### src/rtl/rrip_pkg.sv
package rrip_pkg;

    localparam int DEF_NUM_SETS    = 2048;
    localparam int DEF_NUM_WAYS    = 16;
    localparam int DEF_LEADER_SETS = 64;

    localparam int SET_IN_W = 11;
    localparam int MASK_W   = 16;
    localparam int WAY_W    = 4;
    localparam int CHANCE_W = 5;
    localparam int DUEL_W   = 10;
    localparam int RRPV_W   = 2;

    // Wide enough for a set index and for the set count shifted up by two.
    localparam int REM_W = 20;

    localparam logic [RRPV_W-1:0] RRPV_ZERO = 2'd0;
    localparam logic [RRPV_W-1:0] RRPV_NEAR = 2'd2;
    localparam logic [RRPV_W-1:0] RRPV_MAX  = 2'd3;

    localparam logic [DUEL_W-1:0] DUEL_ZERO = 10'd0;
    localparam logic [DUEL_W-1:0] DUEL_MID  = 10'd512;
    localparam logic [DUEL_W-1:0] DUEL_TOP  = 10'd1023;

    localparam logic REQ_VICTIM = 1'b0;
    localparam logic REQ_UPDATE = 1'b1;

    typedef enum logic [1:0] {
        ST_CLEAR,
        ST_IDLE,
        ST_MODIFY
    } rrip_state_t;

    typedef struct packed {
        logic              req_type;
        logic [MASK_W-1:0] mask;
        logic [WAY_W-1:0]  way;
        logic              is_hit;
        logic              chance_zero;
        logic              first;
        logic              second;
    } rrip_req_t;

endpackage

### src/rtl/rrip_row_logic.sv
module rrip_row_logic #(
    parameter int NUM_WAYS = rrip_pkg::DEF_NUM_WAYS
) (
    input  rrip_pkg::rrip_req_t                           req,
    input  logic [NUM_WAYS*rrip_pkg::RRPV_W-1:0]          row_in,
    input  logic [rrip_pkg::DUEL_W-1:0]                   duel_in,
    output logic [NUM_WAYS*rrip_pkg::RRPV_W-1:0]          row_out,
    output logic [rrip_pkg::WAY_W-1:0]                    victim,
    output logic [rrip_pkg::DUEL_W-1:0]                   duel_out
);

    localparam int RW       = rrip_pkg::RRPV_W;
    localparam int MASKED   = (NUM_WAYS < rrip_pkg::MASK_W) ? NUM_WAYS : rrip_pkg::MASK_W;
    localparam int WAY_CMPW = rrip_pkg::WAY_W + 2;

    logic [RW-1:0]                top;
    logic [RW-1:0]                lift;
    logic [RW-1:0]                ins;
    logic                         any_hi;
    logic                         any_lo;
    logic                         found_inv;
    logic                         found_top;
    logic [rrip_pkg::WAY_W-1:0]   inv_way;
    logic [rrip_pkg::WAY_W-1:0]   top_way;
    logic                         way_ok;

    always_comb
    begin
        any_hi = 1'b0;
        for (int w = 0; w < NUM_WAYS; w++)
        begin
            any_hi = any_hi | row_in[w*RW+1];
        end
        any_lo = 1'b0;
        for (int w = 0; w < NUM_WAYS; w++)
        begin
            any_lo = any_lo | (row_in[w*RW] & (row_in[w*RW+1] == any_hi));
        end
        top  = {any_hi, any_lo};
        lift = rrip_pkg::RRPV_MAX - top;

        found_inv = 1'b0;
        inv_way   = '0;
        for (int w = 0; w < MASKED; w++)
        begin
            if (!found_inv && !req.mask[w])
            begin
                found_inv = 1'b1;
                inv_way   = rrip_pkg::WAY_W'(w);
            end
        end

        found_top = 1'b0;
        top_way   = '0;
        for (int w = 0; w < NUM_WAYS; w++)
        begin
            if (!found_top && (row_in[w*RW +: RW] == top))
            begin
                found_top = 1'b1;
                top_way   = rrip_pkg::WAY_W'(w);
            end
        end

        victim = found_inv ? inv_way : top_way;
    end

    always_comb
    begin
        way_ok = (WAY_CMPW'(req.way) < WAY_CMPW'(NUM_WAYS));

        priority if (req.first)
        begin
            ins = rrip_pkg::RRPV_NEAR;
        end
        else if (!req.second && (duel_in >= rrip_pkg::DUEL_MID))
        begin
            ins = rrip_pkg::RRPV_NEAR;
        end
        else
        begin
            ins = req.chance_zero ? rrip_pkg::RRPV_NEAR : rrip_pkg::RRPV_MAX;
        end

        row_out  = row_in;
        duel_out = duel_in;

        if (req.req_type == rrip_pkg::REQ_VICTIM)
        begin
            if (!found_inv)
            begin
                for (int w = 0; w < NUM_WAYS; w++)
                begin
                    row_out[w*RW +: RW] = row_in[w*RW +: RW] + lift;
                end
            end
        end
        else
        begin
            for (int w = 0; w < NUM_WAYS; w++)
            begin
                if ((w < (1 << rrip_pkg::WAY_W)) && (WAY_CMPW'(req.way) == WAY_CMPW'(w)))
                begin
                    row_out[w*RW +: RW] = req.is_hit ? rrip_pkg::RRPV_ZERO : ins;
                end
            end
            if (req.is_hit && way_ok)
            begin
                if (req.first && (duel_in < rrip_pkg::DUEL_TOP))
                begin
                    duel_out = duel_in + 1'b1;
                end
                else if (req.second && (duel_in > rrip_pkg::DUEL_ZERO))
                begin
                    duel_out = duel_in - 1'b1;
                end
            end
        end
    end

endmodule

### config.mk
export PLATFORM = sky130hd
export DESIGN_NAME = rrip_row_logic
export DESIGN_NICKNAME = d
export VERILOG_FILES = /design/src/rtl/rrip_pkg.sv /design/src/rtl/rrip_row_logic.sv
export SDC_FILE = /design/constraint.sdc
export NUM_CORES = 1
export LEC_CHECK = 0
export BUFFER_PORTS_ARGS = -buffer_cell sky130_fd_sc_hd__buf_2
export CORE_ASPECT_RATIO = 1.75
export CORE_MARGIN = 3
export CORE_UTILIZATION = 53
export DETAILED_ROUTE_END_ITERATION = 12
export PLACE_DENSITY = 0.85
export SLEW_MARGIN = 20
export SYNTH_ARGS = -nofsm -noshare
export SYNTH_HDL_FRONTEND = slang
export SYNTH_SLANG_ARGS = --single-unit
### constraint.sdc
create_clock -name vclk -period 6.5
set_clock_uncertainty 0.1 [all_clocks]
set_input_delay 0.65 -clock vclk [all_inputs]
set_output_delay 0.65 -clock vclk [all_outputs]
set_load 0.03 [all_outputs]
==> flow_summary.yaml <==
clock_tree:
  cts_resized: 0
  hold_buffers: 0
  post-cts-setup-buffers: 0
setup_path:
  cp_cell_sequence: "buf_2 > nor4_2 > nand3_2 > nor2_2 > buf_4 > o21ai_0 > nand4_1 > nor3_2 > buf_4 > ha_1 > a22o_1 > or2_0 > or4_1 > a31oi_1 > buf_2"
  path_max_fanout: 30
  max_stage_delay_ns: 0.48
  crit_path_end_kind: "output port"
  startpoint: "row_in[3]"
  cp-start-kind: "input port"
  path_class: "input port to output port"
  crit_required_ns: 5.75
  slowest_stage: "or4_1"
  cp_data_arrival_time_ns: 4.36
floorplanning:
  core_area_um2: 4831
  start_util_pct: 56.20
  fp.dieH_um: 100.7
  num_rows: 33
  top_level_ports: 113
  die_w_um: 60.11
  dieArea_um2: 6051
grt:
  use_met3_pct: 3.718
  grt.overflow.total: 0
  grt_use_met1_pct: 35.56
  busiest_layer: "met2"
  grt.met2_usage_pct: 61.75
  grt_antenna_before_repair: 0
  grt_max_degree: 55
  grt_pass1_wl_mm: 16.64
  grt_pass1_vias: 3670
  grtUsageTotal_pct: 34.51
placement:
  routabilityCongestion: 0.9557
  portBuffers: 113
  dpl.hpwl_mm: 8.485
synthesis:
  synth_xor_area_share_pct: 3.226
  yosysTopAreaCell: "ha_1"
  synth_top_family_by_area: "compound AO/OA/AOI/OAI gates"
  synth.distinct_cells: 63
  muxShareOfSynthArea_pct: 0.3687
  ys_seq_area_share_pct: 0
  synth_compound_area_share_pct: 43.96
  synthAdderAreaFrac_pct: 8.295
  netlist.area_leader.share_pct: 8.295
  syn_inst: 444
  yosys_warnings: 0
  postSynthAreaPerCell_um2: 6.115
  synth_area_um2: 2715
  synth_area_leaders: "ha_1 8.3%, nand2_1 8.3%, nor2_1 7.7%"
  syn-num-nets: 529
  yosys.area_share.simple_pct: 34.19
worst_hold_path:
  worstHoldPathType: "input port to output port"
  holdPathStages: 3
  hold_end: "duel_out[6]"
  hold_start: "duel_in[6]"
detailed_routing:
  drt-initial-drc-count: 178
  routed_via_density: 6.649
  vias: 3903
  dr.pass1.iters: 5
  ant_nets: 0
  drt_wl_total_mm: 10.63
  drc: 0
  wire_per_inst_um: 18.11
layout:
  clockBufferCount: 0
  seq_cells: 0
  final_nets: 622
  antennaDiodeCount: 0
  register_area_um2: 0
  drive_gt1_share_pct: 29.16
  area_growth_pct: 19.17
  num-fill-cells: 467
  multi_input_area_um2: 2462
sta:
  period_share_pct: 78.57
  rsz0062_at_grt: "false"
  setup_viol: 0
  period_minus_slack_ns: 5.107
  maxSlewHeadroom_pct: 39.88
  finalHoldViolations: 0
  tns_ns: 0
  drv_slew: 0
  worst_slew_pin_slew_ns: 0.9018
  max_clock_freq_mhz: 195.8
run_status:
  status: "finished clean"
pwr:
  p_leak_nw: 1.277
  max-vdd-ir-drop_v: 0.00005861
  power_density_nw_per_um2: 68.79
  p_total_mw: 0.2226
flow_run:
  drv_cap: 0
-- cell type report --
cell class	count	area share, %
Inverter	30	3.480
Multi-Input combinational cell	388	76.10
Tap cell	52	2.011
Timing Repair Buffer	117	18.41
-- layer usage --
layer | wire length, µm | part of all wire, %
met1 | 3623 | 34
met2 | 5435 | 51
met3 | 828 | 7.8
met4 | 741 | 7.0
met5 | 0 | 0
-- critical path: cells and delay by family --
kind | cells | cell delay (ns)
compound gates | 3 | 0.58
fa+ha+maj | 1 | 0.34
buf+inv | 4 | 0.91
simple gates | 7 | 1.89
-- cells in the mapped netlist, drive strengths merged (5+ instances only) --
cell type  count
ha            18
a22oi         10
inv           30
nor3          16
o21bai        15
nand3         14
o221a         16
xnor2          5
buf            7
nand4          7
o211ai        14
nand2b         7
a31oi          6
and2           7
o22ai         15
clkbuf        19
a21oi         35
nor2          57
xor2           5
o21ai         28
nand2         61
-- placed cells by master (no fill, tap or decap), types with 3 or more instances in the layout --
cell type,n
nand4_1,7
o21bai_1,13
nor2_1,54
o22ai_1,15
nor3_2,3
and4_1,3
nor3_1,13
a31oi_1,6
a21oi_1,35
o221a_2,16
ha_1,18
and2_1,7
inv_1,30
o21ai_0,27
a211oi_1,3
a22o_1,4
nand3_1,12
nand2b_1,7
nor2_2,3
or3_1,3
o31ai_1,3
o211ai_1,14
a22oi_1,9
nand2_1,60
xor2_1,5
buf_2,113
buf_4,4
xnor2_1,5
-- power by group --
| part | total, mW | internal (mW) | switching [mW] |
|---|---|---|---|
| clock | 0 | 0 | 0 |
| sequential | 0 | 0 | 0 |
| combinational | 0.223 | 0.0769 | 0.146 |
| total | 0.223 | 0.0769 | 0.146 |
-- metrics by stage --
stage          util, %  instance area, µm²  cells  setup WS [ns]  hold WS [ns]
2_1_floorplan        -                2715    444          1.159         1.376
3_3_place_gp     66.77                3226    587          1.544         1.542
3_5_place_dp     66.77                3226    587          1.440         1.551
4_1_cts          66.77                3226    587          1.435         1.554
5_1_grt          66.98                3236    587          1.131         1.580
6_report         66.98                3236    587          1.393         1.557
-- how the worst max path moves through the flow --
stage / end / cells after the start
2_1_floorplan: victim[0] / 14
6_report: victim[1] / 15
3_3_place_gp: victim[1] / 15
4_1_cts: victim[1] / 15
3_5_place_dp: victim[1] / 15
5_1_grt: victim[1] / 15
-- logic make-up after synthesis --
| group | after synthesis |
|---|---|
| AO/OA/AOI/OAI | 169 |
| XOR/XNOR | 10 |
| adder cells (fa/ha/maj) | 18 |
| buffers and inverters | 56 |
| multiplexers | 1 |
| AND/OR/NAND/NOR | 190 |
Note: power is estimated with default switching activity, not from simulation.
